[src/design/rie_pkg.sv]
// Shared types, constants and opcode codes for the instruction execute block.
package rie_pkg;

  localparam int DATA_WORDS_DEF     = 4096;
  localparam int REGISTER_COUNT_DEF = 16;

  localparam int WORD_W = 32;
  localparam int INSN_W = 20;
  localparam int IMM_W  = 20;
  localparam int PC_W   = 12;
  localparam int REG_W  = 4;
  localparam int PADDR_W = 12;

  typedef enum logic [7:0] {
    OP_ADD  = 8'd0,
    OP_SUB  = 8'd1,
    OP_MUL  = 8'd2,
    OP_AND  = 8'd3,
    OP_OR   = 8'd4,
    OP_XOR  = 8'd5,
    OP_SLL  = 8'd6,
    OP_SRA  = 8'd7,
    OP_SRL  = 8'd8,
    OP_BEQ  = 8'd9,
    OP_BNE  = 8'd10,
    OP_BLT  = 8'd11,
    OP_BGT  = 8'd12,
    OP_BLE  = 8'd13,
    OP_BGE  = 8'd14,
    OP_JAL  = 8'd15,
    OP_LW   = 8'd16,
    OP_SW   = 8'd17,
    OP_HALT = 8'd21
  } op_t;

  localparam logic KIND_EXEC    = 1'b0;
  localparam logic KIND_PRELOAD = 1'b1;

  // Back end sequencer states.
  typedef enum logic [1:0] {ST_CLEAR, ST_READ, ST_EXEC} st_t;

  // Decoded word handed from front to back.
  typedef struct packed {
    logic                     kind;
    logic [7:0]               op;
    logic [REG_W-1:0]         rd;
    logic [REG_W-1:0]         rs;
    logic [REG_W-1:0]         rt;
    logic                     itype;
    logic [WORD_W-1:0]        imm;
    logic [PADDR_W-1:0]       paddr;
    logic [WORD_W-1:0]        pval;
  } dec_t;

  typedef struct packed {
    logic [PC_W-1:0]   next_pc;
    logic              write_valid;
    logic [REG_W-1:0]  write_register;
    logic [WORD_W-1:0] write_value;
    logic              halted;
    logic [1:0]        cycle_count;
  } res_t;

endpackage

[src/design/rie_fifo.sv]
// Two-entry queue of decoded words between front and back.
module rie_fifo (
  input  logic          clk,
  input  logic          rst_n,
  input  rie_pkg::dec_t wr_data,
  input  logic          wr_valid,
  output logic          wr_ready,
  output rie_pkg::dec_t rd_data,
  output logic          rd_valid,
  input  logic          rd_ready
);
  import rie_pkg::*;

  dec_t       mem_r [2];
  logic       wp_r, rp_r;
  logic [1:0] cnt_r;
  logic       push, pop;

  assign wr_ready = (cnt_r != 2'd2);
  assign rd_valid = (cnt_r != 2'd0);
  assign rd_data  = mem_r[rp_r];
  assign push     = wr_valid && wr_ready;
  assign pop      = rd_valid && rd_ready;

  always_ff @(posedge clk) begin
    if (!rst_n) begin
      wp_r  <= 1'b0;
      rp_r  <= 1'b0;
      cnt_r <= 2'd0;
    end else begin
      if (push) wp_r <= !wp_r;
      if (pop)  rp_r <= !rp_r;
      cnt_r <= cnt_r + {1'b0, push} - {1'b0, pop};
    end
    if (push) mem_r[wp_r] <= wr_data;
  end
endmodule

[config.mk]
export PLATFORM = sky130hd
export DESIGN_NAME = rie_fifo
export DESIGN_NICKNAME = d
export VERILOG_FILES = /design/src/design/rie_pkg.sv /design/src/design/rie_fifo.sv
export SDC_FILE = /design/constraint.sdc
export NUM_CORES = 1
export LEC_CHECK = 0
export ABC_AREA = 1
export BUFFER_PORTS_ARGS = -buffer_cell sky130_fd_sc_hd__buf_2
export CAP_MARGIN = 0
export CORE_MARGIN = 2
export CORE_UTILIZATION = 25
export DETAILED_ROUTE_END_ITERATION = 8
export PLACE_DENSITY = 0.46
export SETUP_SLACK_MARGIN = 0.4
export SKIP_LAST_GASP = 1
export SLEW_MARGIN = 20
export SYNTH_ARGS = -nofsm -noshare
export SYNTH_HDL_FRONTEND = slang
export SYNTH_SLANG_ARGS = --single-unit
[constraint.sdc]
create_clock -name clk -period 8.46 [get_ports clk]
set_input_delay 0.846 -clock clk [delete_from_list [all_inputs] [get_ports clk]]
set_output_delay 0.846 -clock clk [all_outputs]
set_load 0.01 [all_outputs]
* Yosys cells after proc, flatten, opt, wreduce, memory -nomap -nowiden *
Memory sizes are Yosys's and may differ from the RTL's. A register that Yosys moved wholly into a read port is not among the register bits.
Index checks and enable logic that the tools add are counted.

word-level totals
  register bits after elaboration = 4
  bits in writable memories = 196
  input port bits = 102
  output and inout bits = 100
  word-level logic and storage cells = 16
  memories = 1

operators by class
  add/sub/neg operators = 2
  equal/unequal tests = 1
  muxes and demuxes = 4
  reduce and logical (&&, ||, !) cells = 5

memory list
  name   depth  bits a word  read ports  clocked after Yosys merged registers in  wr ports  line            source
  mem_r  2      98           1           1                                        1         rie_fifo.sv:14  dec_t mem_r [2];

operators with widths
  cell                                           number
  2-to-1 mux 1 bit                               4
  adder 2 x 1 -> 2 bit                           1
  logical AND 1 bit                              2
  zero test 1 bit                                2
  inequality test 2 bit (second input constant)  1
  nonzero test 2 bit                             1
  subtractor 2 x 1 -> 2 bit                      1

* Depth between registers and ports, before layout *
  word-level depth = 4
  gate-level depth with buffers = 11
  depth with buffers taken out = 11

* Worst setup path before layout *
OpenSTA, ideal clock, no wires.

  path kind = input -> register
  start point = input wr_valid
  end point = memory mem_r[1][0] (netlist bit), enable pin
  library setup time = 557 ps
  arrival time = 5099 ps
  data required time = 7903 ps
  slack = 2803 ps
  cell stages on the path = 2
  buffers on the path = 0
  path through = nand2_1 -> nor2_1

between the ends
  word-level cells in the longest chain between the ends = 3

ends and longest elaborated chain
  element                                 line            source
  start, declared                         rie_fifo.sv:6   input logic wr_valid,
  logical AND 1 bit                       rie_fifo.sv:22  assign push = wr_valid && wr_ready;
  2-to-1 mux 1 bit                        rie_fifo.sv:35  if (push) mem_r[wp_r] <= wr_data;
  2-to-1 mux 1 bit (implied by the code)  rie_fifo.sv:35
  end, declared                           rie_fifo.sv:14

Every way passes these cells.

==> metrics.cfg <==
[power]
peakVddDrop_mv = 0.116
internal-power_mw = 2.05
pwr-share-clk_pct = 30.1
switchingPower_mw = 0.740
switching_share_pct = 26.5
p_per_area_nw_per_um2 = 294
leakage_nw = 3.50
combPwrFrac_pct = 22.3
seq_power_share_pct = 47.5

[cts]
htree_levels = 1
cts_hold_buf = 0
cts_resized = 0
clock-sinks = 201
clk_pin_slew_ns = 0.06
cts_max_path_buffers = 3
cts_made_buffers = 22
cts_root_buf = clkbuf_16
tritoncts = done
worst_skew_pair.late_latency_ns = 0.49
cts_setup_buffers = 0

[placed_design]
place_inst = 919
gp_congestion = 0.684
dp_hpwl_um = 9760
numPortBuffers = 201

[floorplanning]
dieHeight_um = 176
die_area_um2 = 30900
start_util_pct = 25.6
row_count = 62
die_w_um = 176
coreArea_um2 = 28900
ioPinCount = 202

[sta]
fin_crit_sh_pct = 41.6
max_freq_mhz = 284
finalHoldViolCount = 0
clock_skew_ns = 0.00869
setup_viol = 0
rsz0062_at_grt = no
slew_headroom_pct = 37.7
tightest_slew_ns = 0.934
slew_viol_final = 0
tns_ns = 0
layout_min_cycle_time_ns = 3.52

[grt]
gr-total-overflow = 0
antenna_found_initial = 1
grt_pass1_vias = 4069
grt_max_degree = 87
grtUsageTotal_pct = 9.38
grt_first_pass_wirelength_um = 22500

[critical_path]
max_stage_delay_ns = 0.81
cp.arrival_ns = 2.67
slowest_stage = dfxtp_4
critPathLaunchType = register
cp_cell_sequence = buf_4 -> mux2_2 -> buf_2
setup.worst_path.class = register to output port
critPathCaptureType = output port
critPathRequiredTime_ns = 7.61
cp_max_fo = 51

[yosys]
synth_nets = 444
syn_avg_cell_area_um2 = 21.6
synth_cell_type_count = 13
yosys_register_bits = 201
netlist_area_um2 = 7380
netlist_instances = 341
yosysWarnings = 0
seq_area_frac_synth_pct = 81.1

[finish]
finalNonFillerCells = 958
drive_above_1_share_pct = 57.9
nets = 662
syn_to_final_growth_pct = 28.4
finish.utilization_pct = 32.8

[run]
cap_violations = 0

[drt]
drt-wirelength-per-cell_um = 15.5
drc = 0
first_iter_violations = 165
vias = 3784
ant_nets = 0
drt_wl_total_um = 14900
first_pass_iters = 5
via_per_inst = 3.95

[status]
status = completed

[worst_hold_path]
hp-class = register to register

## state kept, by name, indices dropped and copies added, names as in the netlist, named ones only
name,flops
wp_r,1
cnt_r,2
rp_r,1
mem_r,196
## power by group through the flow
| stage | Clock, mW | Sequential, mW | Combinational (mW) |
|---|---|---|---|
| 2_1_floorplan | 0 | 1.33 | 0.422 |
| 3_3_place_gp | 0 | 1.34 | 0.632 |
| 3_5_place_dp | 0 | 1.35 | 0.639 |
| 4_1_cts | 0.880 | 1.33 | 0.644 |
| 5_1_grt | 0.919 | 1.35 | 0.677 |
| 6_report | 0.841 | 1.33 | 0.623 |
## worst paths after layout
check | start | endpoint | slack, ns | depth (start not counted)
setup / recovery | register | rd_data[62] | 4.94 | 3
hold / removal | rp_r | rp_r | 0.51 | 2
setup reg to reg | cnt_r[0] | mem_r[0][71] | 5.87 | 6
hold reg to reg | rp_r | rp_r | 0.51 | 2
## cells in the final DEF (no fill, tap or decap)
| cell type | n |
|---|---|
| a21oi_1 | 1 |
| buf_2 | 201 |
| buf_4 | 3 |
| buf_6 | 1 |
| clkbuf_1 | 5 |
| clkbuf_16 | 23 |
| clkinv_1 | 7 |
| clkinv_2 | 1 |
| clkinvlp_4 | 1 |
| dfxtp_1 | 4 |
| dfxtp_4 | 1 |
| diode_2 | 2 |
| edfxtp_1 | 196 |
| ha_1 | 1 |
| inv_1 | 7 |
| mux2_2 | 78 |
| mux2_4 | 20 |
| nand2_1 | 11 |
| nand3_1 | 1 |
| nor2_1 | 7 |
| nor2_4 | 2 |
| xnor2_1 | 1 |
## through the flow
| stage | power [mW] | hold WS [ns] | worst slack [ns] | area, um^2 |
|---|---|---|---|---|
| floorplan | 1.75 | 0.467 | 2.80 | 7380 |
| global placement | 1.98 | 0.482 | 5.41 | 8830 |
| detailed placement | 1.99 | 0.489 | 5.35 | 8840 |
| CTS | 2.85 | 0.509 | 4.81 | 9470 |
| global route | 2.94 | 0.510 | 4.74 | 9470 |
| finish | 2.79 | 0.511 | 4.94 | 9470 |
## layout make-up
class / instances / area (um^2)
diodes: 2 / 5.00
clock buffers: 28 / 594
clock inverters: 9 / 38.8
fillers: 2859 / 19400
inverters: 7 / 26.3
multi-input cells: 122 / 1300
flip-flops and latches: 201 / 5990
well taps: 384 / 480
repair buffers: 205 / 1040
## routing by layer
metal / GRT usage [%] / vias to the layer above / share of wire (%)
li1: - / 1772 / -
met1: 10.9 / 1847 / 40
met2: 16.5 / 137 / 50
met3: 3.10 / 28 / 7.8
met4: 2.72 / 0 / 2.4
met5: 0 / - / 0
## logic make-up (layout without fill, tap and decap cells)
group	Yosys count	after routing	synth area share (%)
AO/OA/AOI/OAI	1	1	0.0678
XOR/XNOR	1	1	0.119
adder cells (fa/ha/maj)	1	1	0.170
buffers and inverters	18	249	1.44
flip-flops	201	201	81.1
multiplexers	98	98	16.0
other	0	2	0
AND/OR/NAND/NOR	21	21	1.09
## synth_stat cells
cell / count / area, um^2
edfxtp_1: 196 / 5890
mux2_2: 78 / 878
mux2_4: 20 / 300
nand2_1: 11 / 41.3
nor2_1: 9 / 33.8
buf_2: 7 / 35.0
inv_1: 7 / 26.3
dfxtp_1: 5 / 100
buf_6: 4 / 45.0
a21oi_1: 1 / 5.00
ha_1: 1 / 12.5
nand3_1: 1 / 5.00
xnor2_1: 1 / 8.76
## worst max-delay path: cells and delay by family (launching register included)
family / cells / cell delay, ns
mux: 1 / 0.41
flops: 1 / 0.81
buf+inv: 2 / 0.87
No activity file was read; power rests on OpenSTA's default activity.
