File: src/design/rie_pkg.sv
// Shared types, constants and opcode codes for the instruction execute block.
package rie_pkg;

  localparam int DATA_WORDS_DEF     = 4096;
  localparam int REGISTER_COUNT_DEF = 16;

  localparam int WORD_W = 32;
  localparam int INSN_W = 20;
  localparam int IMM_W  = 20;
  localparam int PC_W   = 12;
  localparam int REG_W  = 4;
  localparam int PADDR_W = 12;

  typedef enum logic [7:0] {
    OP_ADD  = 8'd0,
    OP_SUB  = 8'd1,
    OP_MUL  = 8'd2,
    OP_AND  = 8'd3,
    OP_OR   = 8'd4,
    OP_XOR  = 8'd5,
    OP_SLL  = 8'd6,
    OP_SRA  = 8'd7,
    OP_SRL  = 8'd8,
    OP_BEQ  = 8'd9,
    OP_BNE  = 8'd10,
    OP_BLT  = 8'd11,
    OP_BGT  = 8'd12,
    OP_BLE  = 8'd13,
    OP_BGE  = 8'd14,
    OP_JAL  = 8'd15,
    OP_LW   = 8'd16,
    OP_SW   = 8'd17,
    OP_HALT = 8'd21
  } op_t;

  localparam logic KIND_EXEC    = 1'b0;
  localparam logic KIND_PRELOAD = 1'b1;

  // Back end sequencer states.
  typedef enum logic [1:0] {ST_CLEAR, ST_READ, ST_EXEC} st_t;

  // Decoded word handed from front to back.
  typedef struct packed {
    logic                     kind;
    logic [7:0]               op;
    logic [REG_W-1:0]         rd;
    logic [REG_W-1:0]         rs;
    logic [REG_W-1:0]         rt;
    logic                     itype;
    logic [WORD_W-1:0]        imm;
    logic [PADDR_W-1:0]       paddr;
    logic [WORD_W-1:0]        pval;
  } dec_t;

  typedef struct packed {
    logic [PC_W-1:0]   next_pc;
    logic              write_valid;
    logic [REG_W-1:0]  write_register;
    logic [WORD_W-1:0] write_value;
    logic              halted;
    logic [1:0]        cycle_count;
  } res_t;

endpackage

File: src/design/rie_if.sv
// Valid/ready channel interfaces for the instruction execute block.
interface rie_in_if;
  import rie_pkg::*;
  logic                valid;
  logic                ready;
  logic                opcode;
  logic [INSN_W-1:0]   instruction_word;
  logic signed [IMM_W-1:0]  immediate;
  logic [PADDR_W-1:0]  preload_address;
  logic signed [WORD_W-1:0] preload_value;
  modport source (output valid, opcode, instruction_word, immediate, preload_address,
                  preload_value, input ready);
  modport sink (input valid, opcode, instruction_word, immediate, preload_address,
                preload_value, output ready);
endinterface


File: src/design/rie_front.sv
// Front end: accept words, decode fields and sign-extend the immediate.
module rie_front (
  input  logic              clk,
  input  logic              rst_n,
  rie_in_if.sink            in_ch,
  output rie_pkg::dec_t     dec_o,
  output logic              dec_valid_o,
  input  logic              dec_ready_i
);
  import rie_pkg::*;

  dec_t dec_r, dec_nxt;
  logic vld_r;

  assign in_ch.ready  = !vld_r || dec_ready_i;
  assign dec_o        = dec_r;
  assign dec_valid_o  = vld_r;

  always_comb begin
    dec_nxt.kind  = in_ch.opcode;
    dec_nxt.op    = in_ch.instruction_word[19:12];
    dec_nxt.rd    = in_ch.instruction_word[11:8];
    dec_nxt.rs    = in_ch.instruction_word[7:4];
    dec_nxt.rt    = in_ch.instruction_word[3:0];
    dec_nxt.itype = (in_ch.instruction_word[11:8] == REG_W'(1)) ||
                    (in_ch.instruction_word[7:4] == REG_W'(1)) ||
                    (in_ch.instruction_word[3:0] == REG_W'(1));
    dec_nxt.imm   = WORD_W'(in_ch.immediate);
    dec_nxt.paddr = in_ch.preload_address;
    dec_nxt.pval  = in_ch.preload_value;
  end

  always_ff @(posedge clk) begin
    if (!rst_n) begin
      vld_r <= 1'b0;
    end else if (in_ch.ready) begin
      vld_r <= in_ch.valid;
    end
    if (in_ch.ready && in_ch.valid) begin
      dec_r <= dec_nxt;
    end
  end
endmodule

File: src/flat_wrapper.sv
// flat-port wrapper written by rule: the top's interface ports become plain ports
module rie_front_flat import rie_pkg::*;
  (clk, rst_n, dec_o, dec_valid_o, dec_ready_i, in_ch_valid, in_ch_opcode, in_ch_instruction_word, in_ch_immediate, in_ch_preload_address, in_ch_preload_value, in_ch_ready);
  rie_in_if in_ch_i ();
  input  logic clk;
  input  logic rst_n;
  output rie_pkg::dec_t dec_o;
  output logic dec_valid_o;
  input  logic dec_ready_i;
  input wire logic [$bits(in_ch_i.valid)-1:0] in_ch_valid;
  input wire logic [$bits(in_ch_i.opcode)-1:0] in_ch_opcode;
  input wire logic [$bits(in_ch_i.instruction_word)-1:0] in_ch_instruction_word;
  input wire logic [$bits(in_ch_i.immediate)-1:0] in_ch_immediate;
  input wire logic [$bits(in_ch_i.preload_address)-1:0] in_ch_preload_address;
  input wire logic [$bits(in_ch_i.preload_value)-1:0] in_ch_preload_value;
  output wire logic [$bits(in_ch_i.ready)-1:0] in_ch_ready;
  assign in_ch_i.valid = in_ch_valid;
  assign in_ch_i.opcode = in_ch_opcode;
  assign in_ch_i.instruction_word = in_ch_instruction_word;
  assign in_ch_i.immediate = in_ch_immediate;
  assign in_ch_i.preload_address = in_ch_preload_address;
  assign in_ch_i.preload_value = in_ch_preload_value;
  assign in_ch_ready = in_ch_i.ready;
  rie_front u_core (.clk(clk), .rst_n(rst_n), .in_ch(in_ch_i), .dec_o(dec_o), .dec_valid_o(dec_valid_o), .dec_ready_i(dec_ready_i));
endmodule
File: config.mk
export PLATFORM = sky130hd
export DESIGN_NAME = rie_front_flat
export DESIGN_NICKNAME = d
export VERILOG_FILES = /design/src/design/rie_pkg.sv /design/src/design/rie_if.sv /design/src/design/rie_front.sv /design/src/flat_wrapper.sv
export SDC_FILE = /design/constraint.sdc
export NUM_CORES = 1
export LEC_CHECK = 0
export BUFFER_PORTS_ARGS = -buffer_cell sky130_fd_sc_hd__buf_2
export CORE_MARGIN = 4
export CORE_UTILIZATION = 44
export DETAILED_ROUTE_END_ITERATION = 8
export GPL_TIMING_DRIVEN = 0
export PLACE_DENSITY = 0.92
export RECOVER_POWER = 100
export SLEW_MARGIN = 30
export SYNTH_ARGS = -nofsm -noshare
export SYNTH_HDL_FRONTEND = slang
export SYNTH_SLANG_ARGS = --single-unit
export TNS_END_PERCENT = 10
File: constraint.sdc
create_clock -name clk -period 7.5 [get_ports clk]
set_input_delay 0 -clock clk [delete_from_list [all_inputs] [get_ports clk]]
set_output_delay 0 -clock clk [all_outputs]
set_load 0.02 [all_outputs]
* After elaboration in Yosys (flattened, before gate mapping) *
Cells that the tools add are included.

storage, ports and cells
  register bits = 87
  latch bits = 0
  RAM bits = 0
  ROM bits = 0
  bits of input ports = 89
  word-level logic and storage cells = 18
  memories kept = 0

cells by class
  add/subtract/negate cells = 0
  multipliers = 0
  divide/modulo/power cells = 0
  magnitude comparators = 0
  eq/ne operators = 3
  shift operators = 0
  mux-type cells = 0
  bitwise operators = 0
  reduce and logical (&&, ||, !) cells = 5

operators with widths
  cell                  count
  $eq A4 B1 Y1 const B  3
  $logic_or A1 B1 Y1    3
  $logic_and A1 B1 Y1   1
  $logic_not A1 Y1      1

* Longest topological paths before layout *
  word-level depth = 3
  mapped depth = 2

* Least setup slack after synthesis *
Ideal clock, no wire load.

  path type = reg-to-reg
  from = reg u_core.vld_r, in the netlist u_core.dec_valid_o
  to = reg u_core.dec_r, in the netlist u_core.dec_o[0] (enable)
  arrival = 2.653 ns
  setup slack = 4.393 ns
  stages on the path, launching flop included = 3
  path buffers = 0
  period minus slack after synthesis = 3.107 ns
  cells stage by stage = dfxtp_1 > nand2b_1 > and2_1

on the way
  longest elaborated chain between the ends = 3

ends and longest elaborated chain
  what                      RTL line            text
  start: declaration        rie_front.sv:13     logic vld_r;
  start signal: assignment  rie_front.sv:37     vld_r <= in_ch.valid;
  $logic_not A1 Y1          rie_front.sv:15     assign in_ch.ready = !vld_r || dec_ready_i;
  $logic_or A1 B1 Y1        rie_front.sv:15
  via in_ch_ready           flat_wrapper.sv:16  output wire logic [$bits(in_ch_i.ready)-1:0] in_ch_ready;
  $logic_and A1 B1 Y1       rie_front.sv:39     if (in_ch.ready && in_ch.valid) begin
  end signal: assignment    rie_front.sv:40     dec_r <= dec_nxt;
  end: declaration          rie_front.sv:12     dec_t dec_r, dec_nxt;

The timed path passes the listed nets, and every way through them passes these cells.
A chain may end at the register's enable or synchronous reset.

* Final worst setup path *
  from = reg u_core.vld_r, in the netlist u_core.dec_valid_o
  to = reg u_core.dec_r, in the netlist u_core.dec_o[93] (enable)

on the way
  longest elaborated chain between the ends = 3

ends and longest elaborated chain
  what                 RTL line
  $logic_not A1 Y1     rie_front.sv:15
  $logic_or A1 B1 Y1   rie_front.sv:15
  $logic_and A1 B1 Y1  rie_front.sv:39

No other way between the ends.

==> impl_results.md <==
* DIE HEIGHT at 87.0 microns
* Largest net degree at the start of global routing at 46
* Core area at 5990 sq um
* All-Layer GR Usage at 23.6%
* Worst EP arrival at 3080 ps
* Most frequent cells in the layout: 105 x clkbuf_1, 87 x dlygate4sd3_1, 86 x edfxtp_1
* Yosys warning total at 0
* Crit start category: flip-flop
* Post-synth top area share at 93.9%
* I/O pin total at 189
* Violated checks: max-capacitance violations, max-slew violations
* Initial Util at 45.9%
* CTS clk-pin slew, worst paths at 90 ps
* Final WL at 8620 microns
* Status: complete, but fails checks
* 1st-iter DRT viols at 84
* Maximum VDD drop at 169 uV
* Chip Width at 87.0 microns
* Worst Skew at 12.5 ps
* Setup CP Type: flip-flop to flip-flop
* Hold path cells at 2
* WP data required at 7530 ps
* Slew HR at -78.2%
* Actual slew at the worst max-slew pin at 2670 ps
* Seq/Total Area, Yosys at 94.7%
* Worst Hold Class: input pin to flip-flop
* Port Buffers at 188
* Final min period at 3050 ps
* First-pass GRT wire length at 12600 microns
* Site Rows at 28
* Final Cycle Share at 40.7%
* Worst skew pair latency at 340 ps
* Fmax achieved at 328 MHz
* H-tree lvl count at 3
* Worst Reg-to-Reg Cells at 3
* CTS tree: done
* Initial antenna violation count at 0
* MaxCap Viol Count at 1
* Commonest non-fill, non-tap cell in the layout: clkbuf_1
* CP Max Fanout at 45
* Max-slew violations at 42
* Unrepaired setup endpoints after global routing: false
* Pwr/cell area at 220 nW/um^2
* Worst R2R Setup Slack at 4450 ps
* Routed via count at 2121
* Min-delay src: in_ch_immediate[19]
* Hold Vio Cnt, Final at 0
* Final #Nets at 483
* Wire per inst at 18.2 microns
* Final TNS setup at 0 ps
* Setup crit end kind: flip-flop
* Yosys reg bits at 87
* Pre-Repair DR Iteration Count at 6
* GPL Wtd Cong at 0.746
* Cells after Synth at 107
* Final setup vio count at 0
* Synth area leader: edfxtp_1
* WHS at 355 ps
* Synth cell types at 9
* Post-cts repair resize count at 0
* Capturing point of the worst reg2reg path: u_core.dec_o[93]
* Number of routed nets with antenna violations at 0
* Clock Tree Root: clkbuf_8
* Reg2reg start: u_core.dec_valid_o
* Largest cells by area after synthesis: edfxtp_1 94%, buf_4 3.3%, nor4b_1 0.96%, dfxtp_1 0.73%, a21boi_0 0.27%
* Layout cells sized above 1 at 27.6%
* Die area at 7580 sq um
* Hold EP: u_core.dec_o[63]
* Avg Cell Area, Syn at 25.7 sq um
* CTS Buf Count at 9
* Max clock buf depth at 2
* DRC Markers at 0
* Total grt overflow at 0
* Fill count at 410
* Vias in the first global route at 2481
* Lkg Pwr at 0.00184 uW
* Post-DP HPWL at 5030 microns
* Post-Syn Area at 2750 sq um
* Clk sink count at 87
* Area growth syn-to-layout at 72.3%
* Inserted Diodes at 0
* Synth Net Count at 196
* Via density at 4.47
==> worst max-delay path by stage <==
| stage | slack, ps | end | from |
|---|---|---|---|
| after floorplan | 4390 | u_core.dec_o[0] | u_core.dec_valid_o |
| after global placement | 4130 | u_core.dec_o[40] | u_core.dec_valid_o |
| after detailed placement | 5900 | u_core.dec_o[16] | u_core.dec_valid_o |
| after CTS | 5880 | u_core.dec_o[52] | u_core.dec_valid_o |
| after global routing | 4200 | u_core.dec_o[52] | u_core.dec_valid_o |
| final | 4450 | u_core.dec_o[93] | u_core.dec_valid_o |
==> cells in the mapped netlist <==
| library cell | number |
|---|---|
| and2_1 | 1 |
| nand2b_1 | 1 |
| a21boi_0 | 1 |
| inv_1 | 1 |
| nor4b_1 | 3 |
| dfxtp_1 | 1 |
| buf_4 | 12 |
| or3_1 | 1 |
| edfxtp_1 | 86 |
==> registers in the layout, indices dropped and copies added (netlist names) <==
name                count
u_core.dec_valid_o      1
u_core.dec_o           86
==> cell type report <==
cell class	instances	area, sq um	area share [%]
Clock buffer	9	124	2.62
Multi-Input combinational cell	7	52.6	1.11
Sequential cell	87	2600	55.0
Tap cell	75	93.8	1.98
Timing Repair Buffer	276	1700	35.9
Buffer	12	90.1	1.90
Clock inverter	7	71.3	1.51
Inverter	1	3.75	0.0793
==> routing by layer <==
layer  up-vias  wire [microns]  global-route usage, %
met3        16             818                   7.66
li1        982               -                      -
met4         0             182                   10.8
met5         -               0                      0
met2       134            4920                   44.9
met1       989            2700                   22.5
==> critical path: stages, from the launching register on <==
cell	delay, ps
dfxtp_1	330
nand2b_1	110
and2_0	1950
buf_12	330
==> report_power, final <==
part	switching [uW]	leakage, uW	total [uW]	internal [uW]
Sequential	9.67	0.000841	579	569
Combinational	81.5	0.000894	145	63.1
Clock	164	0.000103	318	155
Total	255	0.00184	1040	787
==> repair_timing <==
| action | CTS | global route |
|---|---|---|
| hold buffers | 87 | 0 |
| endpoints found under the hold margin | 86 | 0 |
| buffers inserted | 0 | 0 |
==> cell families after synthesis <==
logic type / synth area share, %
buf+inv: 3.41
simple gates: 1.64
compound gates: 0.273
flops: 94.7
==> per-stage QoR <==
step / cell area [sq um] / util, % / instances / setup WS [ps] / power (uW)
floorplan: 2750 / - / 107 / 4390 / 645
global placement: 3780 / 63.2 / 370 / 4130 / 698
detailed placement: 3810 / 63.5 / 371 / 5900 / 703
CTS: 4870 / 81.3 / 474 / 5880 / 1050
global route: 4740 / 79.1 / 474 / 4200 / 1080
finish: 4740 / 79.1 / 474 / 4450 / 1040
No activity file was read; power rests on OpenSTA's default activity.
